## config.mk

```make
export PLATFORM = sky130hd
export DESIGN_NAME = pds_header_field_parser_flat
export DESIGN_NICKNAME = d
export VERILOG_FILES = /design/src/design/pds_hfp_pkg.sv /design/src/design/pds_hfp_in_if.sv /design/src/design/pds_hfp_out_if.sv /design/src/design/pds_hfp_front.sv /design/src/design/pds_hfp_queue.sv /design/src/design/pds_hfp_back.sv /design/src/design/pds_header_field_parser.sv /design/src/flat_wrapper.sv
export SDC_FILE = /design/constraint.sdc
export NUM_CORES = 1
export LEC_CHECK = 0
export ABC_AREA = 0
export BUFFER_PORTS_ARGS = -buffer_cell sky130_fd_sc_hd__buf_2
export CORE_UTILIZATION = 50
export CTS_CLUSTER_DIAMETER = 80
export DETAILED_ROUTE_END_ITERATION = 7
export HOLD_SLACK_MARGIN = 0.05
export PLACE_DENSITY = 0.7
export SLEW_MARGIN = 20
export SYNTH_ARGS = -nofsm -noshare
export SYNTH_HDL_FRONTEND = slang
export SYNTH_SLANG_ARGS = --single-unit
```

## constraint.sdc

```tcl
create_clock -name clk -period 24.4 [get_ports clk]
set_input_delay 0 -clock clk [delete_from_list [all_inputs] [get_ports clk]]
set_output_delay 0 -clock clk [all_outputs]
set_load 0.05 [all_outputs]
```

## src/design/pds_hfp_pkg.sv

```systemverilog
// Shared types, header layout tables and segment lookup for the PDS header parser.
`timescale 1ns / 1ps
`default_nettype none
package pds_hfp_pkg;

  // Field tags
  localparam logic [4:0] FID_TYPE        = 5'd0;
  localparam logic [4:0] FID_NEXT        = 5'd1;
  localparam logic [4:0] FID_FLAGS       = 5'd2;
  localparam logic [4:0] FID_ACK_PSN_OFF = 5'd8;
  localparam logic [4:0] FID_PROBE       = 5'd9;
  localparam logic [4:0] FID_CC_TYPE     = 5'd11;
  localparam logic [4:0] FID_CC_BITS     = 5'd12;
  localparam logic [4:0] FID_END         = 5'd25;
  localparam logic [4:0] FID_PAD         = 5'd31;

  localparam int FLAG_PROBE_BIT = 3;
  localparam int NUM_KINDS      = 11;
  localparam int MAX_SEGS       = 10;

  // layout kind per header type
  localparam logic [3:0] KIND_OF_TYPE [32] = '{
    4'd0, 4'd0, 4'd1, 4'd1, 4'd7, 4'd7, 4'd10, 4'd3,
    4'd4, 4'd5, 4'd8, 4'd6, 4'd9, 4'd2, 4'd2, 4'd0,
    4'd0, 4'd0, 4'd0, 4'd0, 4'd0, 4'd0, 4'd0, 4'd0,
    4'd0, 4'd0, 4'd0, 4'd0, 4'd0, 4'd0, 4'd0, 4'd0
  };

  localparam logic [3:0] SEG_COUNT [NUM_KINDS] = '{
    4'd0, 4'd4, 4'd5, 4'd4, 4'd9, 4'd10, 4'd5, 4'd1, 4'd6, 4'd8, 4'd1
  };

  localparam logic [5:0] TOTAL_LEN [NUM_KINDS] = '{
    6'd2, 6'd12, 6'd16, 6'd12, 6'd32, 6'd44, 6'd16, 6'd6, 6'd16, 6'd28, 6'd4
  };

  localparam logic [4:0] SEG_ID [NUM_KINDS][MAX_SEGS] = '{
    '{5'd0,  5'd0,  5'd0,  5'd0,  5'd0,  5'd0,  5'd0,  5'd0,  5'd0,  5'd0},
    '{5'd3,  5'd4,  5'd5,  5'd6,  5'd0,  5'd0,  5'd0,  5'd0,  5'd0,  5'd0},
    '{5'd3,  5'd4,  5'd5,  5'd6,  5'd7,  5'd0,  5'd0,  5'd0,  5'd0,  5'd0},
    '{5'd8,  5'd10, 5'd5,  5'd6,  5'd0,  5'd0,  5'd0,  5'd0,  5'd0,  5'd0},
    '{5'd8,  5'd10, 5'd5,  5'd6,  5'd11, 5'd13, 5'd14, 5'd15, 5'd16, 5'd0},
    '{5'd8,  5'd10, 5'd5,  5'd6,  5'd11, 5'd13, 5'd14, 5'd15, 5'd17, 5'd18},
    '{5'd9,  5'd4,  5'd5,  5'd6,  5'd19, 5'd0,  5'd0,  5'd0,  5'd0,  5'd0},
    '{5'd20, 5'd0,  5'd0,  5'd0,  5'd0,  5'd0,  5'd0,  5'd0,  5'd0,  5'd0},
    '{5'd21, 5'd22, 5'd23, 5'd5,  5'd6,  5'd24, 5'd0,  5'd0,  5'd0,  5'd0},
    '{5'd21, 5'd22, 5'd23, 5'd5,  5'd6,  5'd24, 5'd17, 5'd18, 5'd0,  5'd0},
    '{5'd31, 5'd0,  5'd0,  5'd0,  5'd0,  5'd0,  5'd0,  5'd0,  5'd0,  5'd0}
  };

  localparam logic [3:0] SEG_LEN [NUM_KINDS][MAX_SEGS] = '{
    '{4'd0, 4'd0, 4'd0, 4'd0, 4'd0, 4'd0, 4'd0, 4'd0, 4'd0, 4'd0},
    '{4'd2, 4'd4, 4'd2, 4'd2, 4'd0, 4'd0, 4'd0, 4'd0, 4'd0, 4'd0},
    '{4'd2, 4'd4, 4'd2, 4'd2, 4'd4, 4'd0, 4'd0, 4'd0, 4'd0, 4'd0},
    '{4'd2, 4'd4, 4'd2, 4'd2, 4'd0, 4'd0, 4'd0, 4'd0, 4'd0, 4'd0},
    '{4'd2, 4'd4, 4'd2, 4'd2, 4'd1, 4'd1, 4'd2, 4'd8, 4'd8, 4'd0},
    '{4'd2, 4'd4, 4'd2, 4'd2, 4'd1, 4'd1, 4'd2, 4'd8, 4'd8, 4'd8},
    '{4'd2, 4'd4, 4'd2, 4'd2, 4'd4, 4'd0, 4'd0, 4'd0, 4'd0, 4'd0},
    '{4'd4, 4'd0, 4'd0, 4'd0, 4'd0, 4'd0, 4'd0, 4'd0, 4'd0, 4'd0},
    '{4'd1, 4'd1, 4'd4, 4'd2, 4'd2, 4'd4, 4'd0, 4'd0, 4'd0, 4'd0},
    '{4'd1, 4'd1, 4'd4, 4'd2, 4'd2, 4'd4, 4'd8, 4'd4, 4'd0, 4'd0},
    '{4'd2, 4'd0, 4'd0, 4'd0, 4'd0, 4'd0, 4'd0, 4'd0, 4'd0, 4'd0}
  };

  typedef enum logic [1:0] {
    JK_NONE,  // no body item (padding or mid-field byte)
    JK_PRO,   // prologue word: type, next/ctl, flags
    JK_FLD,   // one complete field
    JK_CCB    // cc type / cc bits byte
  } job_kind_t;

  typedef struct packed {
    job_kind_t   kind;
    logic [4:0]  fid;
    logic [63:0] value;
    logic        hdr_end;
    logic [5:0]  end_len;
  } job_t;

  typedef struct packed {
    logic       hit;
    logic [4:0] fid;
  } seg_hit_t;

  // Does the byte at position pos close a segment of the given layout?
  function automatic seg_hit_t seg_lookup(input logic [3:0] kind, input logic [5:0] pos);
    seg_hit_t   res;
    logic [5:0] off;
    logic       done;
    res  = '0;
    off  = 6'd2;
    done = 1'b0;
    for (int i = 0; i < MAX_SEGS; i++) begin
      if (!done) begin
        if (4'(i) < SEG_COUNT[kind]) begin
          off = off + 6'(SEG_LEN[kind][i]);
          if (pos < off) begin
            done = 1'b1;
          end else if (pos == off) begin
            res.hit = 1'b1;
            res.fid = SEG_ID[kind][i];
            done    = 1'b1;
          end
        end else begin
          done = 1'b1;
        end
      end
    end
    return res;
  endfunction

endpackage
`default_nettype wire

```

## src/design/pds_hfp_in_if.sv

```systemverilog
// Input channel: header bytes with start mark.
`timescale 1ns / 1ps
`default_nettype none
interface pds_hfp_in_if;
  logic       valid;
  logic       ready;
  logic [7:0] data_byte;
  logic       start_req;

  modport source (output valid, data_byte, start_req, input ready);
  modport sink (input valid, data_byte, start_req, output ready);
endinterface
`default_nettype wire

```

## src/design/pds_hfp_out_if.sv

```systemverilog
// Result channel: tagged header fields.
`timescale 1ns / 1ps
`default_nettype none
interface pds_hfp_out_if;
  logic        valid;
  logic        ready;
  logic [4:0]  field_id;
  logic [63:0] field_value;
  logic        last;

  modport source (output valid, field_id, field_value, last, input ready);
  modport sink (input valid, field_id, field_value, last, output ready);
endinterface
`default_nettype wire

```

## src/design/pds_hfp_front.sv

```systemverilog
// Front end: byte tracking, field gathering and job classification.
`timescale 1ns / 1ps
`default_nettype none
module pds_hfp_front (
  input  wire                 clk,
  input  wire                 rst_n,
  input  wire                 in_valid,
  output logic                in_ready,
  input  wire  [7:0]          in_data_byte,
  input  wire                 in_start_req,
  input  wire                 q_full,
  output logic                push,
  output pds_hfp_pkg::job_t   job
);
  import pds_hfp_pkg::*;

  logic [5:0]  pos_r, pos_nxt;
  logic [4:0]  type_r, type_nxt;
  logic [6:0]  flags_r, flags_nxt;
  logic [63:0] acc_r, acc_nxt;
  logic        active_r, active_nxt;

  logic        accept;
  logic [63:0] acc_sh;
  logic [5:0]  pos_inc;
  logic [15:0] word;
  logic [4:0]  type_eff;
  logic [3:0]  kind_eff;
  seg_hit_t    seg;

  assign in_ready = !q_full;
  assign accept   = in_valid && in_ready;
  assign acc_sh   = {acc_r[55:0], in_data_byte};
  assign pos_inc  = pos_r + 6'd1;
  assign word     = acc_sh[15:0];
  assign type_eff = (pos_inc == 6'd2) ? word[15:11] : type_r;
  assign kind_eff = KIND_OF_TYPE[type_eff];
  assign seg      = seg_lookup(KIND_OF_TYPE[type_r], pos_inc);

  always_comb begin
    pos_nxt    = pos_r;
    type_nxt   = type_r;
    flags_nxt  = flags_r;
    acc_nxt    = acc_r;
    active_nxt = active_r;
    job        = '0;
    push       = 1'b0;
    if (accept) begin
      if (in_start_req) begin
        active_nxt = 1'b1;
        pos_nxt    = 6'd1;
        acc_nxt    = {56'd0, in_data_byte};
      end else if (active_r) begin
        pos_nxt = pos_inc;
        acc_nxt = acc_sh;
        if (pos_inc == 6'd2) begin
          type_nxt  = word[15:11];
          flags_nxt = word[6:0];
          job.kind  = JK_PRO;
          job.value = {48'd0, word};
          acc_nxt   = '0;
        end else if (seg.hit) begin
          acc_nxt = '0;
          if (seg.fid == FID_CC_TYPE) begin
            job.kind  = JK_CCB;
            job.value = acc_sh;
          end else if (seg.fid == FID_ACK_PSN_OFF) begin
            // probe flag swaps the second ACK word
            job.kind  = JK_FLD;
            job.fid   = flags_r[FLAG_PROBE_BIT] ? FID_PROBE : FID_ACK_PSN_OFF;
            job.value = {48'd0, acc_sh[15:0]};
          end else if (seg.fid != FID_PAD) begin
            job.kind  = JK_FLD;
            job.fid   = seg.fid;
            job.value = acc_sh;
          end
        end
        if (pos_inc >= TOTAL_LEN[kind_eff]) begin
          job.hdr_end = 1'b1;
          job.end_len = TOTAL_LEN[kind_eff];
          active_nxt  = 1'b0;
          acc_nxt     = '0;
        end
        push = (job.kind != JK_NONE) || job.hdr_end;
      end
    end
  end

  always_ff @(posedge clk) begin
    if (!rst_n) begin
      pos_r    <= '0;
      type_r   <= '0;
      flags_r  <= '0;
      acc_r    <= '0;
      active_r <= 1'b0;
    end else begin
      pos_r    <= pos_nxt;
      type_r   <= type_nxt;
      flags_r  <= flags_nxt;
      acc_r    <= acc_nxt;
      active_r <= active_nxt;
    end
  end

  a_active_pos: assert property (@(posedge clk) disable iff (!rst_n)
    active_r |-> (pos_r != 6'd0) && (pos_r <= 6'd44))
    else $error("byte position out of range while header active");

  a_start_restarts: assert property (@(posedge clk) disable iff (!rst_n)
    accept && in_start_req |=> active_r && (pos_r == 6'd1))
    else $error("start item did not restart the header");

  a_end_idles: assert property (@(posedge clk) disable iff (!rst_n)
    push && job.hdr_end |=> !active_r && (acc_r == 64'd0))
    else $error("header end did not return to idle");

endmodule
`default_nettype wire

```

## src/design/pds_hfp_queue.sv

```systemverilog
// Short job queue between front end and result sequencer.
`timescale 1ns / 1ps
`default_nettype none
module pds_hfp_queue #(
  parameter int DEPTH = 4
) (
  input  wire                 clk,
  input  wire                 rst_n,
  input  wire                 push,
  input  wire pds_hfp_pkg::job_t push_job,
  output logic                full,
  input  wire                 pop,
  output logic                head_valid,
  output pds_hfp_pkg::job_t   head
);
  import pds_hfp_pkg::*;

  localparam int PW = $clog2(DEPTH);
  localparam int CW = $clog2(DEPTH + 1);
  localparam logic [PW-1:0] LAST_PTR = PW'(DEPTH - 1);
  localparam logic [CW-1:0] FULL_CNT = CW'(DEPTH);

  job_t          mem_r [DEPTH];
  logic [PW-1:0] wr_ptr_r, wr_ptr_nxt;
  logic [PW-1:0] rd_ptr_r, rd_ptr_nxt;
  logic [CW-1:0] count_r, count_nxt;

  assign full       = (count_r == FULL_CNT);
  assign head_valid = (count_r != '0);
  assign head       = mem_r[rd_ptr_r];

  always_comb begin
    wr_ptr_nxt = wr_ptr_r;
    rd_ptr_nxt = rd_ptr_r;
    count_nxt  = count_r;
    if (push) begin
      wr_ptr_nxt = (wr_ptr_r == LAST_PTR) ? '0 : wr_ptr_r + PW'(1);
    end
    if (pop) begin
      rd_ptr_nxt = (rd_ptr_r == LAST_PTR) ? '0 : rd_ptr_r + PW'(1);
    end
    if (push && !pop) begin
      count_nxt = count_r + CW'(1);
    end else if (pop && !push) begin
      count_nxt = count_r - CW'(1);
    end
  end

  always_ff @(posedge clk) begin
    if (push) begin
      mem_r[wr_ptr_r] <= push_job;
    end
  end

  always_ff @(posedge clk) begin
    if (!rst_n) begin
      wr_ptr_r <= '0;
      rd_ptr_r <= '0;
      count_r  <= '0;
    end else begin
      wr_ptr_r <= wr_ptr_nxt;
      rd_ptr_r <= rd_ptr_nxt;
      count_r  <= count_nxt;
    end
  end

  a_no_overflow: assert property (@(posedge clk) disable iff (!rst_n)
    push |-> !full)
    else $error("job pushed into full queue");

  a_no_underflow: assert property (@(posedge clk) disable iff (!rst_n)
    pop |-> head_valid)
    else $error("job popped from empty queue");

  a_count_bound: assert property (@(posedge clk) disable iff (!rst_n)
    count_r <= FULL_CNT)
    else $error("queue count beyond depth");

endmodule
`default_nettype wire

```

## src/design/pds_hfp_back.sv

```systemverilog
// Back end: expands each job into result items through the output register.
`timescale 1ns / 1ps
`default_nettype none
module pds_hfp_back (
  input  wire                 clk,
  input  wire                 rst_n,
  input  wire                 q_valid,
  input  wire pds_hfp_pkg::job_t q_head,
  output logic                q_pop,
  output logic                out_valid,
  input  wire                 out_ready,
  output logic [4:0]          out_field_id,
  output logic [63:0]         out_field_value,
  output logic                out_last
);
  import pds_hfp_pkg::*;

  logic [1:0]  idx_r, idx_nxt;
  logic        valid_r, valid_nxt;
  logic [4:0]  fid_r;
  logic [63:0] value_r;
  logic        last_r;

  logic [1:0]  body_cnt;
  logic [2:0]  total_cnt;
  logic        advance;
  logic        final_item;
  logic [4:0]  item_fid;
  logic [63:0] item_value;
  logic        item_last;

  always_comb begin
    unique case (q_head.kind)
      JK_PRO:  body_cnt = 2'd3;
      JK_CCB:  body_cnt = 2'd2;
      JK_FLD:  body_cnt = 2'd1;
      default: body_cnt = 2'd0;
    endcase
  end

  assign total_cnt  = {1'b0, body_cnt} + {2'b00, q_head.hdr_end};
  assign final_item = ({1'b0, idx_r} + 3'd1) == total_cnt;
  assign advance    = q_valid && (!valid_r || out_ready);
  assign q_pop      = advance && final_item;

  // select the item at the current index within the job
  always_comb begin
    item_fid   = FID_END;
    item_value = {58'd0, q_head.end_len};
    item_last  = 1'b1;
    if (idx_r < body_cnt) begin
      item_last = 1'b0;
      case (q_head.kind)
        JK_PRO: begin
          case (idx_r)
            2'd0: begin
              item_fid   = FID_TYPE;
              item_value = {59'd0, q_head.value[15:11]};
            end
            2'd1: begin
              item_fid   = FID_NEXT;
              item_value = {60'd0, q_head.value[10:7]};
            end
            default: begin
              item_fid   = FID_FLAGS;
              item_value = {57'd0, q_head.value[6:0]};
            end
          endcase
        end
        JK_CCB: begin
          if (idx_r == 2'd0) begin
            item_fid   = FID_CC_TYPE;
            item_value = {60'd0, q_head.value[7:4]};
          end else begin
            item_fid   = FID_CC_BITS;
            item_value = {60'd0, q_head.value[3:0]};
          end
        end
        default: begin
          item_fid   = q_head.fid;
          item_value = q_head.value;
        end
      endcase
    end
  end

  always_comb begin
    idx_nxt   = idx_r;
    valid_nxt = valid_r;
    if (advance) begin
      valid_nxt = 1'b1;
      idx_nxt   = final_item ? 2'd0 : idx_r + 2'd1;
    end else if (out_ready) begin
      valid_nxt = 1'b0;
    end
  end

  always_ff @(posedge clk) begin
    if (!rst_n) begin
      idx_r   <= '0;
      valid_r <= 1'b0;
    end else begin
      idx_r   <= idx_nxt;
      valid_r <= valid_nxt;
    end
  end

  always_ff @(posedge clk) begin
    if (advance) begin
      fid_r   <= item_fid;
      value_r <= item_value;
      last_r  <= item_last;
    end
  end

  assign out_valid       = valid_r;
  assign out_field_id    = fid_r;
  assign out_field_value = value_r;
  assign out_last        = last_r;

  a_last_is_end: assert property (@(posedge clk) disable iff (!rst_n)
    valid_r |-> (last_r == (fid_r == FID_END)))
    else $error("last flag and end tag disagree");

  a_mid_job_held: assert property (@(posedge clk) disable iff (!rst_n)
    idx_r != 2'd0 |-> q_valid && ({1'b0, idx_r} < total_cnt))
    else $error("item index outside the head job");

  a_empty_job: assert property (@(posedge clk) disable iff (!rst_n)
    q_valid |-> total_cnt != 3'd0)
    else $error("queued job carries no items");

endmodule
`default_nettype wire

```

## src/design/pds_header_field_parser.sv

```systemverilog
// Top level of the PDS transport header field parser.
// Takes one header byte per cycle, in wire order; start_req marks the first byte of a
// header and restarts any header in progress. Each byte yields zero to four result items
// (tag, zero-extended value, last on the header-end item carrying the length in bytes),
// delivered one per cycle from an output register while the result side is ready. The
// front end classifies each byte in the cycle it is accepted and queues at most one job
// per byte in a QUEUE_DEPTH-entry job queue; the back end expands jobs into items. Input
// is stalled only while the job queue is full, which happens when the result side stalls
// or multi-item bytes (prologue, cc byte, header end) arrive faster than one item per
// cycle can drain them.
`timescale 1ns / 1ps
`default_nettype none
module pds_header_field_parser #(
  parameter int QUEUE_DEPTH = 4
) (
  input  wire          clk,
  input  wire          rst_n,
  pds_hfp_in_if.sink   in_ch,
  pds_hfp_out_if.source out_ch
);
  import pds_hfp_pkg::*;

  logic q_full;
  logic q_push;
  job_t q_push_job;
  logic q_pop;
  logic q_valid;
  job_t q_head;

  pds_hfp_front u_front (
    .clk          (clk),
    .rst_n        (rst_n),
    .in_valid     (in_ch.valid),
    .in_ready     (in_ch.ready),
    .in_data_byte (in_ch.data_byte),
    .in_start_req (in_ch.start_req),
    .q_full       (q_full),
    .push         (q_push),
    .job          (q_push_job)
  );

  pds_hfp_queue #(
    .DEPTH (QUEUE_DEPTH)
  ) u_queue (
    .clk        (clk),
    .rst_n      (rst_n),
    .push       (q_push),
    .push_job   (q_push_job),
    .full       (q_full),
    .pop        (q_pop),
    .head_valid (q_valid),
    .head       (q_head)
  );

  pds_hfp_back u_back (
    .clk             (clk),
    .rst_n           (rst_n),
    .q_valid         (q_valid),
    .q_head          (q_head),
    .q_pop           (q_pop),
    .out_valid       (out_ch.valid),
    .out_ready       (out_ch.ready),
    .out_field_id    (out_ch.field_id),
    .out_field_value (out_ch.field_value),
    .out_last        (out_ch.last)
  );

endmodule
`default_nettype wire

```

## src/flat_wrapper.sv

```systemverilog
// flat-port wrapper written by rule: the top's interface ports become plain ports
module pds_header_field_parser_flat import pds_hfp_pkg::*;
#(
  parameter int QUEUE_DEPTH = 4
)
  (clk, rst_n, in_ch_valid, in_ch_data_byte, in_ch_start_req, in_ch_ready, out_ch_valid, out_ch_field_id, out_ch_field_value, out_ch_last, out_ch_ready);
  pds_hfp_in_if in_ch_i ();
  pds_hfp_out_if out_ch_i ();
  input  wire clk;
  input  wire rst_n;
  input wire logic [$bits(in_ch_i.valid)-1:0] in_ch_valid;
  input wire logic [$bits(in_ch_i.data_byte)-1:0] in_ch_data_byte;
  input wire logic [$bits(in_ch_i.start_req)-1:0] in_ch_start_req;
  output wire logic [$bits(in_ch_i.ready)-1:0] in_ch_ready;
  output wire logic [$bits(out_ch_i.valid)-1:0] out_ch_valid;
  output wire logic [$bits(out_ch_i.field_id)-1:0] out_ch_field_id;
  output wire logic [$bits(out_ch_i.field_value)-1:0] out_ch_field_value;
  output wire logic [$bits(out_ch_i.last)-1:0] out_ch_last;
  input wire logic [$bits(out_ch_i.ready)-1:0] out_ch_ready;
  assign in_ch_i.valid = in_ch_valid;
  assign in_ch_i.data_byte = in_ch_data_byte;
  assign in_ch_i.start_req = in_ch_start_req;
  assign in_ch_ready = in_ch_i.ready;
  assign out_ch_valid = out_ch_i.valid;
  assign out_ch_field_id = out_ch_i.field_id;
  assign out_ch_field_value = out_ch_i.field_value;
  assign out_ch_last = out_ch_i.last;
  assign out_ch_i.ready = out_ch_ready;
  pds_header_field_parser #(.QUEUE_DEPTH(QUEUE_DEPTH)) u_core (.clk(clk), .rst_n(rst_n), .in_ch(in_ch_i), .out_ch(out_ch_i));
endmodule
```

* Yosys cells after proc, flatten, opt, wreduce, memory -nomap -nowiden
Memory sizes are Yosys's and may differ from the RTL's. A register that Yosys moved wholly into a read port is not among the register bits. Index checks and enable logic that the tools add are counted.
Storage, ports and cells: flip-flop bits (word level) 152, RAM bits 312, memory bits (read-only) 1856, bits of input ports 13, output and inout port bits 72, logic and storage cells 269, memories kept 7
Operators by class: $add $sub $neg 18, $lt $le $gt $ge 26, equal/unequal tests 22, mux-type cells 157, bitwise operators 5, reduce and logical (&&, ||, !) cells 20
Memories:
- (no name shown) | depth 16, bits a word 50, rd ports 1, clocked after Yosys merged registers in 0, write ports 0, line pds_hfp_pkg.sv:101 | res.fid = SEG_ID[kind][i];
- (no name shown) | depth 16, bits a word 40, rd ports 1, clocked after Yosys merged registers in 0, write ports 0, line pds_hfp_pkg.sv:96 | off = off + 6'(SEG_LEN[kind][i]);
- u_core.u_queue.mem_r | depth 4, bits a word 78, rd ports 1, clocked after Yosys merged registers in 1, write ports 1, line pds_hfp_queue.sv:23 | job_t mem_r [DEPTH];
- (no name shown) | depth 32, bits a word 4, rd ports 1, clocked after Yosys merged registers in 0, write ports 0, line pds_hfp_front.sv:38 | assign seg = seg_lookup(KIND_OF_TYPE[type_r], pos_inc);
- (no name shown) | depth 32, bits a word 4, rd ports 1, clocked after Yosys merged registers in 0, write ports 0, line pds_hfp_front.sv:37 | assign kind_eff = KIND_OF_TYPE[type_eff];
- (no name shown) | depth 16, bits a word 6, rd ports 1, clocked after Yosys merged registers in 0, write ports 0, line pds_hfp_front.sv:80 | job.end_len = TOTAL_LEN[kind_eff];
- 1 more memories
Operators by type and width (number):
- 6-bit two-way mux | 60
- 56-bit two-way mux | 5
- 78-bit two-way mux | 3
- 71-bit two-way mux | 3
- 64-bit two-way mux | 2
- 64-bit case mux with 2 select lines | 1
- 50-bit two-way mux | 2
- 40-bit two-way mux | 2
- 6-bit by 4-bit adder with 6-bit output | 9
- 6-bit == test | 9
- 6-bit < comparator | 9
- 1-bit two-way mux | 47
- 4-bit two-way mux | 7
- 7-bit two-way mux | 4
- 2-bit two-way mux | 10
- 5-bit two-way mux | 4
- 3-bit by 4-bit < comparator with 1-bit output, first input constant | 4
- 7-bit case mux with 2 select lines | 1
- 6-bit greater-or-equal comparator, second input constant | 2
- 5-bit inverter with 6-bit output | 2
- 5-bit by 4-bit == test with 1-bit output, second input constant | 2
- 5-bit greater-or-equal comparator, second input constant | 2
- 4-bit inverter with 5-bit output | 2
- 5-bit case mux with 2 select lines | 1
- other kinds (33) | 55

* Depth between registers and ports, before layout
Gate-level depths: netlist of the first run.
depth after elaboration 67, gate-level depth with buffers 86

* Hierarchy
Synthesis of the first run repeated with hierarchy kept, for this count alone.
Unflattened totals: cells, all modules 1681, area, all modules 22555.4 um^2
Modules (own cells, without submodules):
- pds_hfp_queue | times used 1, cells an instance 452, area each 11732.5 um^2, sequential area each 9549.2 um^2
- pds_hfp_front | times used 1, cells an instance 1005, area each 7706.1 um^2, sequential area each 1381.3 um^2
- pds_hfp_back | times used 1, cells an instance 224, area each 3116.7 um^2, sequential area each 2162.1 um^2

* Worst setup path after synthesis of the first run
Ideal clock, no wire load.
path kind register to register, start point register u_core.u_front.type_r[1], end point memory u_core.u_queue.mem_r[0][10] (netlist bit), enable pin, arrival time 16471 ps, data required time 23956 ps, setup slack 7485 ps, stages on the path, launching flop included 73, buffers on the path 1, clock period less this slack 16915 ps, cells stage by stage dfxtp_1 inv_1 ha_1 nand2b_1 a21oi_1 inv_1 ha_1 inv_1 mux2i_1 o21a_1 or4_1 nand2_1 inv_1 ha_1 a21oi_1 or2_2 ha_1 nand2_1 [... 37 more ...] a21oi_1 mux2_2 ha_1 ha_1 xor2_1 xor2_1 ha_1 or4_1 nor3_1 nor4b_1 nand2_1 a21oi_1 nor3_1 a21oi_1 a2bb2oi_2 nor2b_1 a31oi_2 and2_1
Between the ends: cells in the longest elaborated chain, start to end 65, elaborated cells between the ends (all ways) 177
RTL lines:
- from (decl) | line pds_hfp_front.sv:18 | logic [4:0] type_r, type_nxt;
- from (signal assigned) | line pds_hfp_front.sv:98 | type_r <= type_nxt;
- parallel branches: the longest is 59 deep, another holds memory 16 x 40 bit
- 1-bit logical OR (*) | line pds_hfp_front.sv:84 | push = (job.kind != JK_NONE) || job.hdr_end;
- 1-bit two-way mux (*) | line pds_hfp_front.sv:53 | end else if (active_r) begin
- 1-bit two-way mux (*) | line pds_hfp_front.sv:49 | if (in_start_req) begin
- 1-bit two-way mux (*) | line pds_hfp_front.sv:48 | if (accept) begin
- named net u_core.q_push | line pds_header_field_parser.sv:24 | logic q_push;
- 1-bit two-way mux (*) | line pds_hfp_queue.sv:50 | if (push) begin
- 1-bit two-way mux (not written as such) (*) | line pds_hfp_queue.sv:51 | mem_r[wr_ptr_r] <= push_job;
- to (decl) | line pds_hfp_queue.sv:23
Mark *: on every way through the listed nets, which the timed path passes. The select of a mux whose other input is x is not followed.

* Worst setup path in the final report of the first run
start point register u_core.u_front.type_r[1], end point memory u_core.u_queue.mem_r[1][53] (netlist bit), enable pin
The elaborated chain is that of the path after synthesis.

==> results by group, run 1 <==
Clocking
  • Clock-pin transition on the worst setup and hold timing paths: 60 ps
  • Total CTS buffers: 43
  • Clk sink count: 459
  • Clock Path Buffers: 3
  • CTS tree: built
  • Hold_buf cts: 13
  • Worst skew pair latency: 550 ps
  • Root buffer selected by CTS: clkbuf_16
  • Post-CTS resize count: 0
  • Htree depth: 2
  • Number of buffers added for setup after CTS: 0

Logic synthesis
  • Post-synthesis adder-cell area fraction: 0.0622
  • Compound-Gate Fraction of Synth Area: 0.0906
  • Part of the Yosys area used for sequential elements: 0.579
  • Number of enable flip-flop cells after synthesis: 378
  • Post-synthesis instance area: 22400 um^2
  • Most used flip-flop cell after synthesis: edfxtp_1
  • Syn. warnings: 0
  • Dominant combinational cell family by area after synthesis: simple AND/OR/NAND/NOR gates
  • Mux cell area share after synthesis: 0.0987
  • Fraction of post-synthesis cell area in the top cell type by area: 0.507
  • Area share of and/or/nand/nor cells after synthesis: 0.124
  • Main area contributors after synthesis: edfxtp_1, mux4_2, dfxtp_1
  • Syn Inst Count: 1657
  • Mean post-synth cell area: 13.5 um^2
  • Parity-gate share of the synthesized area counting xor and xnor cells: 0.0206
  • Most area-hungry cell type in the Yosys netlist: edfxtp_1
  • Distinct cell type count of the synthesized netlist: 90
  • Post-synth ARST share: 0
  • Net count after synthesis: 1779
  • Post-synthesis sequential element count: 459

Worst setup path
  • Maximum fanout count along the critical path: 39
  • Library cell appearing most often on the critical path: ha_1
  • Critical Path Start: u_core.u_front.type_r[1]
  • Sort of element at the start of the critical path: register
  • Nature of the critical path endpoint: register
  • Maximum single-stage delay on the critical path: 650 ps
  • Critical path class: reg2reg
  • Endpoint of the worst setup timing path: u_core.u_queue.mem_r[1][53]
  • Cells on worst reg2reg path: 73
  • Arrival time at the worst endpoint: 18550 ps
  • Cell count along the critical path: 73
  • Library cell contributing the largest single delay on the critical path: a2bb2oi_2
  • Required arrival time at the worst endpoint: 24580 ps
  • Slack of the worst reg-to-reg path: 6030 ps
  • Worst path buffer plus inverter count: 7
  • Family of cells with the greatest summed delay on the critical path: compound AO/OA/AOI/OAI gates
  • Crit Reg-Reg Endpoint: u_core.u_queue.mem_r[1][53]
  • Worst reg2reg startpoint: u_core.u_front.type_r[1]

Power
  • NetSw: 0.565 mW
  • Clk network pwr share: 0.339
  • Worst ir drop on vdd: 63.8 uV
  • Switching part of the total power: 0.289
  • Cell-internal power: 1.39 mW
  • Leakage power figure: 8.91 nW
  • Power density over cell area: 78.4 nW/um^2
  • Gate power share: 0.186
  • Sequential group share of total power: 0.476

Worst hold path
  • Hold Path Class: in2reg

Timing
  • Shortest clock period the worst path allows after layout: 18370 ps
  • Period utilisation layout: 0.753
  • Max frequency: 54.4 MHz
  • Accumulated negative setup slack: 0 ps
  • Hold Fails Final Rpt: 0
  • Setup violators final: 0
  • RSZ-0062 raised after global routing: no
  • Slew Limit Headroom: 0.299
  • Max-slew violation count: 0
  • Clock skew after layout: 19.1 ps
  • Measured slew at the worst slew-check pin: 1050 ps

Floorplan
  • Die outline height: 214 um
  • Count of boundary I/O pins: 85
  • Starting density of the core: 0.507
  • Width of the die: 214 um
  • Area of the die: 45700 um^2
  • Area of the core: 44200 um^2
  • Count of standard-cell rows: 77

Layout
  • Net count of the finished layout: 1869
  • Diodes inserted: 0
  • Growth of design area from synthesis to finish: 11.5%
  • Layout cell share with drive strength beyond 1: 0.168
  • Finished layout cell area: 25000 um^2

Placed design
  • Placed wire-length estimate: 32900 um
  • Gpl congestion: 0.881
  • # port buffers: 84
  • Placed cell area: 23400 um^2

GRT
  • Overall overflow remaining after global route: 0
  • Maximum number of pins on one net before global-route repair: 83
  • Wire length of the first global-routing pass: 78000 um
  • Combined global-route utilization of all metal layers: 0.223
  • Vias in the first global route: 14100
  • Initial antenna violation count: 0

Routing
  • Number of iterations in the first detailed-routing pass: 5
  • Vias post-DR: 14000
  • Antenna Nets Post-Route: 0
  • Number of design rule violations left after detail routing: 0
  • Average wire per cell in the routed design: 21.2 um
  • Iter 0 DRT Violations: 1079
  • Total Wirelength: 50300 um
  • Drt via density: 5.91

Status
  • Outcome: finished clean

Run
  • Max-cap violations: 0
final cells by class:
type / instances / area (um^2)
Clock buffer: 57 / 1160
Sequential cell: 459 / 13000
Clock inverter: 21 / 238
Tap cell: 592 / 741
Timing Repair Buffer: 115 / 686
Inverter: 63 / 236
Multi-Input combinational cell: 1065 / 8930
Fill cell: 3480 / 19200
worst min-delay path, cell delays in order:
cell and delay [ps]:
buf_2 110, nand2_1 110, nor2_1 130, nand2_1 80
nand2_1 50, a21boi_0 130
stage by stage:
stage | util | power [mW] | std cells | setup slack [ps] | hold WS (ps)
after detailed placement | 0.530 | 1.31 | 2281 | 6100 | 267
after global placement | 0.530 | 1.31 | 2281 | 6360 | 263
final | 0.565 | 1.96 | 2372 | 6030 | 112
after floorplan | - | 1.22 | 1657 | 7490 | 126
after global routing | 0.565 | 2.03 | 2372 | 4610 | 150
after CTS | 0.565 | 1.97 | 2372 | 6050 | 96.6
synth_stat cells, types with 4 or more instances:
master / n
o211ai_1: 10
dfxtp_1: 81
o31ai_1: 5
buf_2: 7
nand2_1: 83
xor2_1: 18
o21ai_0: 46
a211o_1: 5
a211oi_2: 4
buf_1: 12
o21a_1: 15
xnor2_1: 22
a32o_1: 7
edfxtp_1: 378
or3_1: 10
nor2_1: 72
or2_2: 8
a21boi_0: 8
inv_1: 61
nand2b_1: 10
a22oi_1: 50
mux4_2: 77
nor2b_1: 78
nand3_1: 28
a31oi_1: 6
a41oi_1: 5
o22ai_1: 6
nand4_1: 10
a211oi_1: 4
clkbuf_1: 46
fa_1: 4
mux2_2: 15
nor3_1: 30
a32oi_1: 4
and2_1: 82
and3_1: 68
ha_1: 105
mux2i_1: 27
a21o_1: 10
nand4b_1: 4
a21oi_1: 59
buf_6: 5
placed cells by master (no fill, tap or decap), types with 8 or more instances in the layout:
cell type,synthesis,routed
a21boi_0,8,8
a21o_1,10,10
a21oi_1,59,59
a22oi_1,50,50
and2_1,82,78
and3_1,68,68
buf_2,7,84
buf_4,0,18
clkbuf_1,46,11
clkbuf_16,0,43
dfxtp_1,81,79
dlygate4sd3_1,0,13
edfxtp_1,378,378
ha_1,105,105
inv_1,61,60
mux2_2,15,15
mux2i_1,27,27
mux4_2,77,77
nand2_1,83,83
nand2b_1,10,10
nand3_1,28,28
nand4_1,10,10
nor2_1,72,72
nor2b_1,78,77
nor3_1,30,30
o211ai_1,10,10
o21a_1,15,15
o21ai_0,46,46
or2_2,8,8
or3_1,10,10
xnor2_1,22,22
xor2_1,18,18
sequential cells by signal (all words and copies together) (netlist names), named ones only:
signal,count
u_core.u_queue.mem_r,308
u_core.u_back.out_last,1
u_core.u_front.active_r,1
u_core.u_back.out_field_id,5
u_core.u_queue.count_r,3
u_core.u_front.pos_r,6
u_core.u_queue.wr_ptr_r,2
u_core.u_queue.rd_ptr_r,2
u_core.u_back.out_valid,1
u_core.u_back.out_field_value,64
u_core.u_front.flags_r,1
u_core.u_back.idx_r,2
u_core.u_front.acc_r,56
u_core.u_front.type_r,5
routing by layer:
layer / up-vias / GRT usage / share of wire
met2: 365 / 0.399 / 0.52
li1: 6509 / - / -
met3: 76 / 0.0224 / 0.040
met4: 0 / 0.0690 / 0.024
met5: - / 0 / 0
met1: 7075 / 0.286 / 0.42
worst min path at each step:
stage | from | endpoint | slack, ps | depth (start not counted)
after floorplan | in_ch_data_byte[0] | u_core.u_front.acc_r[0] | 130 | 1
after global placement | in_ch_data_byte[0] | u_core.u_front.acc_r[0] | 260 | 2
after detailed placement | in_ch_data_byte[0] | u_core.u_front.acc_r[0] | 270 | 2
after CTS | in_ch_valid | u_core.u_front.pos_r[3] | 100 | 6
after global routing | in_ch_valid | u_core.u_front.pos_r[3] | 150 | 6
final | in_ch_valid | u_core.u_front.pos_r[3] | 110 | 6
kinds of logic (layout without fill, tap and decap cells):
family	after synthesis	count (layout)
xor+xnor	45	45
buf+inv	133	256
compound gates	281	281
fa+ha+maj	109	109
simple gates	508	508
flops	459	459
other cells	1	1
mux	121	121
power by group through the flow:
| stage | sequential, mW | combinational (mW) | clock [mW] |
|---|---|---|---|
| 2_1_floorplan | 1.08 | 0.142 | 0 |
| 3_3_place_gp | 0.947 | 0.360 | 0 |
| 3_5_place_dp | 0.949 | 0.364 | 0 |
| 4_1_cts | 0.932 | 0.367 | 0.673 |
| 5_1_grt | 0.937 | 0.387 | 0.702 |
| 6_report | 0.931 | 0.364 | 0.663 |
No activity file was read; power rests on OpenSTA's default activity.
==> run 2, diff against run 1 <==
- clock period: 24.4 -> 18.2 ns (I/O delays scaled with it)
==> run 2 against run 1 <==
- die area is the same
- count of clock-buffer cells in the layout shrank 5
- clock skew shrank 2.4 ps
- total power grew 33%
- sequential power grew 34%
- largest power group unchanged
==> results by group, run 2 (synthesis results as in run 1) <==
Worst hold path
  • Endpoint of the worst hold-timing path: u_core.u_front.acc_r[7]
  • Hold Path Origin: in_ch_valid
  • Hold Path Class: in2reg
  • Worst hold stages: 5 (-1)

Clocking
  • Total CTS buffers: 42 (-2.3%)
  • Htree depth: 2 (unchanged)
  • Clock-pin transition on the worst setup and hold timing paths: 60 ps (about the same)
  • Worst skew pair latency: 550 ps (about the same)
  • Clock Path Buffers: 3 (unchanged)
  • Clk sink count: 459 (unchanged)
  • Root buffer selected by CTS: clkbuf_16
  • CTS tree: built

Routing
  • Antenna Nets Post-Route: 0 (unchanged)
  • Iter 0 DRT Violations: 941 (-13%)
  • Number of iterations in the first detailed-routing pass: 5 (unchanged)
  • Total Wirelength: 49200 um (-2.2%)
  • Drt via density: 5.85 (-1.0%)
  • Vias post-DR: 13900 (-0.58%)
  • Number of design rule violations left after detail routing: 0 (unchanged)
  • Average wire per cell in the routed design: 20.7 um (-2.7%)

Worst setup path
  • Crit Reg-Reg Endpoint: u_core.u_queue.count_r[2]
  • Critical path class: reg2reg
  • Worst path buffer plus inverter count: 7 (unchanged)
  • Arrival time at the worst endpoint: 17820 ps (-730 ps)
  • Slack of the worst reg-to-reg path: 840 ps (-5180 ps)
  • Cells on worst reg2reg path: 74 (+1.4%)
  • Maximum fanout count along the critical path: 15 (-62%)
  • Maximum single-stage delay on the critical path: 590 ps (-60 ps)
  • Sort of element at the start of the critical path: register
  • Nature of the critical path endpoint: register
  • Library cell appearing most often on the critical path: ha_1
  • Required arrival time at the worst endpoint: 18670 ps (-5910 ps)
  • Worst reg2reg startpoint: u_core.u_front.type_r[2]
  • Family of cells with the greatest summed delay on the critical path: simple AND/OR/NAND/NOR gates
  • Library cell contributing the largest single delay on the critical path: or4_1

Layout
  • Max FFs per register: 308 (unchanged)
  • Most common cell after layout, fill and taps aside: edfxtp_1
  • Growth of design area from synthesis to finish: 12.5%
  • Diodes inserted: 0 (unchanged)
  • Area taken by multi-input logic gates: 9010 um^2 (+0.91%)
  • Sequential cell area: 13000 um^2 (about the same)
  • Most frequent cells in the layout: edfxtp_1, ha_1, buf_2
  • Layout cell share with drive strength beyond 1: 0.185 (+0.0168)
  • # fillers: 3449 (-0.89%)
  • Register bank with the most flops: u_core.u_queue.mem_r
  • Layout Utilization: 0.570 (+0.00535)
  • Net count of the finished layout: 1879 (+0.54%)

Timing
  • Period utilisation layout: 0.954 (+0.201)
  • Max frequency: 57.6 MHz (+5.9%)
  • Max-slew violation count: 0 (unchanged)
  • Setup violators final: 0 (unchanged)
  • Accumulated negative setup slack: 0 ps (unchanged)
  • Measured slew at the worst slew-check pin: 1090 ps (+43.5 ps)
  • Setup WS post-layout: 844 ps (-5180 ps)
  • Slew Limit Headroom: 0.270 (-0.0291)
  • Shortest clock period the worst path allows after layout: 17360 ps (-1020 ps)
  • Hold Fails Final Rpt: 0 (unchanged)
  • Clock skew after layout: 16.7 ps (-2.40 ps)

Power
  • Sequential group share of total power: 0.480 (+0.004)
  • Power density over cell area: 103 nW/um^2 (+31%)
  • Gate power share: 0.185 (about the same)
  • Cell-internal power: 1.84 mW (+33%)
  • Switching part of the total power: 0.289 (+0.000569)
  • Worst ir drop on vdd: 103 uV (+61%)
  • NetSw: 0.751 mW (+33%)
  • Leakage power figure: 9.01 nW (+1.1%)
  • Clk network pwr share: 0.335 (-0.004)

Floorplan
  • Count of standard-cell rows: 77 (unchanged)
  • Count of boundary I/O pins: 85 (unchanged)
  • Area of the die: 45700 um^2 (unchanged)
  • Area of the core: 44200 um^2 (unchanged)
  • Starting density of the core: 0.507 (unchanged)
  • Die outline height: 214 um (unchanged)
  • Width of the die: 214 um (unchanged)

Run
  • Max-cap violations: 0 (unchanged)

GRT
  • Initial antenna violation count: 0 (unchanged)
  • Vias in the first global route: 13900 (-1.0%)
  • Combined global-route utilization of all metal layers: 0.219 (-0.00422)
  • Overall overflow remaining after global route: 0 (unchanged)
  • Maximum number of pins on one net before global-route repair: 83 (unchanged)
  • Wire length of the first global-routing pass: 76900 um (-1.5%)

Placed design
  • # port buffers: 84 (unchanged)
  • Placed wire-length estimate: 32300 um (-1.8%)
  • Gpl congestion: 0.916 (+4.0%)
  • Post-Place Setup Slack: 169 ps (-5930 ps)

Status
  • Outcome: finished clean
[run 2: changes by cell type in the layout (fill, tap and decap cells not counted), sizes merged]
cell	change
buf	+12
clkinv	+7
clkbuf	-5
clkinvlp	-3
inv	+2
bufinv	-1
dlygate4sd3	-1
[run 2: worst min-delay path: stages]
cell      delay, ps
buf_2           100
nand2_1         120
nor2_1          140
nand3_1         110
a21boi_0         90
[run 2: routing by layer]
layer | vias to the layer above | routed length [um] | GRT usage
li1 | 6513 | - | -
met1 | 6981 | 21000 | 0.287
met2 | 376 | 25100 | 0.384
met3 | 74 | 2050 | 0.0227
met4 | 0 | 1050 | 0.0670
met5 | - | 0 | 0
[run 2: power by group through the flow]
stage          Combinational (mW)  Clock, mW  Sequential (mW)
6_report                    0.480      0.870             1.25
3_5_place_dp                0.481          0             1.27
3_3_place_gp                0.477          0             1.27
4_1_cts                     0.483      0.885             1.25
2_1_floorplan               0.191          0             1.44
5_1_grt                     0.513      0.921             1.26
[run 2: worst max path at each step]
| stage | end | slack [ps] | startpoint | cells past startpoint |
|---|---|---|---|---|
| floorplan | u_core.u_queue.mem_r[1][10] | 1290 | u_core.u_front.type_r[1] | 72 |
| global placement | u_core.u_queue.count_r[2] | 440 | u_core.u_front.type_r[1] | 79 |
| detailed placement | u_core.u_queue.count_r[2] | 170 | u_core.u_front.type_r[1] | 79 |
| CTS | u_core.u_queue.count_r[2] | 140 | u_core.u_front.type_r[1] | 79 |
| global route | u_core.u_queue.count_r[2] | -50 | u_core.u_front.type_r[0] | 78 |
| finish | u_core.u_queue.count_r[2] | 840 | u_core.u_front.type_r[2] | 74 |
[run 2: per-stage QoR]
step | area (um^2) | total power [mW] | hold slack [ps] | std cells
after floorplan | 22400 | 1.63 | 126 | 1657
after global placement | 23600 | 1.75 | 264 | 2289
after detailed placement | 23600 | 1.75 | 269 | 2289
after CTS | 25100 | 2.62 | 73.9 | 2379
after global routing | 25200 | 2.69 | 124 | 2383
final | 25200 | 2.60 | 74.5 | 2383
[run 2: layout make-up]
| class | count | share of cell area |
|---|---|---|
| sequential | 459 | 0.515 |
| clock inverter | 26 | 0.00998 |
| inverter | 63 | 0.00938 |
| clock buffer | 52 | 0.0444 |
| timing repair buffer | 126 | 0.0343 |
| multi-input combinational | 1065 | 0.358 |
| tap | 592 | 0.0294 |
[run 2: timing repair]
item | CTS | global route
hold endpoints to repair | 48 | 0
gates resized for setup | 0 | 19
hold buffers | 12 | 0
buffers inserted | 0 | 4
setup endpoints to repair | 0 | 653
==> run 3, diff against run 2 <==
- clock period: 18.2 -> 17.6 ns (I/O delays scaled with it)
==> run 3 against run 2 <==
- first-iteration DRC count rose by 15%
- highest routed layer unchanged
- via count rose by 0.75%
- critical endpoint unchanged
- largest cell class unchanged
- critical path depth rose by 2
- largest power group unchanged
- critical path type unchanged
==> results by group, run 3 (synthesis results as in run 1) <==
Worst setup path
  • Library cell appearing most often on the critical path: ha_1
  • Crit Reg-Reg Endpoint: u_core.u_queue.count_r[2]
  • Worst reg2reg startpoint: u_core.u_front.type_r[0]
  • Required arrival time at the worst endpoint: 18080 ps (-590 ps)
  • Maximum single-stage delay on the critical path: 490 ps (-100 ps)
  • Arrival time at the worst endpoint: 16980 ps (-840 ps)
  • Critical Path Start: u_core.u_front.type_r[0]
  • Nature of the critical path endpoint: register
  • Slack of the worst reg-to-reg path: 1100 ps (+250 ps)
  • Library cell contributing the largest single delay on the critical path: or4b_1
  • Sort of element at the start of the critical path: register
  • Maximum fanout count along the critical path: 11 (-4)
  • Critical path class: reg2reg
  • Cells on worst reg2reg path: 76 (+2.7%)
  • Endpoint of the worst setup timing path: u_core.u_queue.count_r[2]

Layout
  • Layout Utilization: 0.572 (+0.00150)
  • Growth of design area from synthesis to finish: 12.8%
  • Most frequent cells in the layout: edfxtp_1, ha_1, buf_2
  • Net count of the finished layout: 1887 (+0.43%)
  • Most common cell after layout, fill and taps aside: edfxtp_1
  • Sequential cell area: 13000 um^2 (unchanged)
  • Layout cell share with drive strength beyond 1: 0.189 (+0.00404)
  • Finished layout cell area: 25300 um^2 (+0.26%)
  • Area taken by multi-input logic gates: 9000 um^2 (-0.17%)
  • Diodes inserted: 0 (unchanged)
  • # fillers: 3483 (+0.99%)
  • Register bank with the most flops: u_core.u_queue.mem_r
  • Max FFs per register: 308 (unchanged)

Routing
  • Number of design rule violations left after detail routing: 0 (unchanged)
  • Average wire per cell in the routed design: 21.0 um (+1.7%)
  • Drt via density: 5.89 (+0.58%)
  • Antenna Nets Post-Route: 0 (unchanged)
  • Iter 0 DRT Violations: 1078 (+15%)
  • Total Wirelength: 50100 um (+1.8%)
  • Number of iterations in the first detailed-routing pass: 6 (+1)
  • Vias post-DR: 14000 (+0.75%)

Clocking
  • CTS tree: built
  • Htree depth: 2 (unchanged)
  • Clock Path Buffers: 3 (unchanged)
  • Worst skew pair latency: 550 ps (about the same)
  • Clk sink count: 459 (unchanged)
  • Clock-pin transition on the worst setup and hold timing paths: 70 ps (about the same)
  • Total CTS buffers: 41 (-2.4%)
  • Root buffer selected by CTS: clkbuf_16

Timing
  • Slew Limit Headroom: 0.320 (+0.0497)
  • Max-slew violation count: 0 (unchanged)
  • Setup WS post-layout: 1100 ps (+251 ps)
  • Accumulated negative setup slack: 0 ps (unchanged)
  • Setup violators final: 0 (unchanged)
  • Clock skew after layout: 13.7 ps (-2.99 ps)
  • Shortest clock period the worst path allows after layout: 16500 ps (-851 ps)
  • Max frequency: 60.6 MHz (+5.2%)
  • Hold Fails Final Rpt: 0 (unchanged)
  • Period utilisation layout: 0.938 (-0.0159)
  • Measured slew at the worst slew-check pin: 1020 ps (-69.8 ps)

Run
  • Max-cap violations: 0 (unchanged)

Power
  • Leakage power figure: 9.05 nW (+0.45%)
  • Worst ir drop on vdd: 87.7 uV (-15%)
  • Power density over cell area: 106 nW/um^2 (+3.0%)

Floorplan
  • Count of boundary I/O pins: 85 (unchanged)
  • Starting density of the core: 0.507 (unchanged)
  • Die outline height: 214 um (unchanged)
  • Area of the core: 44200 um^2 (unchanged)
  • Width of the die: 214 um (unchanged)
  • Count of standard-cell rows: 77 (unchanged)
  • Area of the die: 45700 um^2 (unchanged)

Placed design
  • Gpl congestion: 0.915 (about the same)
  • Post-Place Setup Slack: 601 ps (+432 ps)
  • Placed wire-length estimate: 32500 um (+0.62%)
  • # port buffers: 84 (unchanged)
  • Placed cell area: 23700 um^2 (+0.45%)

GRT
  • Overall overflow remaining after global route: 0 (unchanged)
  • Routing usage on met3: 0.0280 (+0.00527)
  • Maximum number of pins on one net before global-route repair: 83 (unchanged)
  • Met1 track utilization from global routing: 0.285 (-0.00131)
  • Combined global-route utilization of all metal layers: 0.222 (+0.00307)
  • Wire length of the first global-routing pass: 77800 um (+1.1%)
  • Vias in the first global route: 13900 (+0.14%)
  • Met2 Resource Use GR: 0.387 (+0.00336)
  • Initial antenna violation count: 0 (unchanged)
  • Highest-utilization routing layer at the global route stage: met2

Status
  • Outcome: finished clean

Worst hold path
  • Hold Path Class: in2reg
==> run 3: cell types whose count changed in the layout (fill, tap and decap cells not counted), moves of 2 or more <==
cell | before | now
buf_4 | 22 | 27
clkbuf_1 | 7 | 2
buf_12 | 8 | 11
inv_6 | 4 | 1
bufinv_16 | 4 | 2
clkbuf_16 | 42 | 44
mux2i_2 | 0 | 2
==> run 3: routing by layer <==
| metal | vias to the layer above | share of wire | wire (um) |
|---|---|---|---|
| met2 | 353 | 0.50 | 25300 |
| met4 | 0 | 0.030 | 1480 |
| li1 | 6542 | - | - |
| met3 | 87 | 0.041 | 2060 |
| met5 | - | 0 | 0 |
| met1 | 7066 | 0.43 | 21300 |
==> run 3: stage by stage <==
stage	total power [mW]	hold slack [ps]	cells
final	2.68	108	2387
after global routing	2.78	143	2387
after CTS	2.70	87.3	2384
after detailed placement	1.82	267	2298
after global placement	1.81	263	2298
after floorplan	1.69	126	1657
==> run 3: final cells by class <==
type	instances	area share
well taps	592	0.0293
flip-flops and latches	459	0.514
multi-input cells	1065	0.356
clock inverters	23	0.00713
clock buffers	50	0.0460
repair buffers	135	0.0385
inverters	63	0.00936
==> run 3: critical path: cells and delay by family (launching register included) <==
kind            cells  cell delay (ps)
mux                 4             1370
simple gates       23             4780
fa+ha+maj          17             4760
buf+inv             7              770
flops               1              400
compound gates     20             3570
xor+xnor            5              800
==> run 3: what timing repair did <==
action                                  in CTS  in global routing
endpoints found under the setup margin       0                587
hold buffers                                13                  0
resized for setup                            0                 18
buffers inserted                             0                  3
endpoints found under the hold margin       44                  0
==> run 3: worst min path at each step <==
stage	from	end	cells after the start
after floorplan	in_ch_data_byte[0]	u_core.u_front.acc_r[0]	1
after global placement	in_ch_data_byte[4]	u_core.u_front.acc_r[4]	2
after detailed placement	in_ch_data_byte[4]	u_core.u_front.acc_r[4]	2
after CTS	in_ch_valid	u_core.u_front.pos_r[1]	5
after global routing	in_ch_valid	u_core.u_front.pos_r[5]	5
final	in_ch_valid	u_core.u_front.pos_r[1]	5
==> run 3: where the power goes <==
part	internal [mW]	switching, mW
Clock	0.502	0.384
Combinational	0.135	0.370
Sequential	1.26	0.0301
Total	1.90	0.784
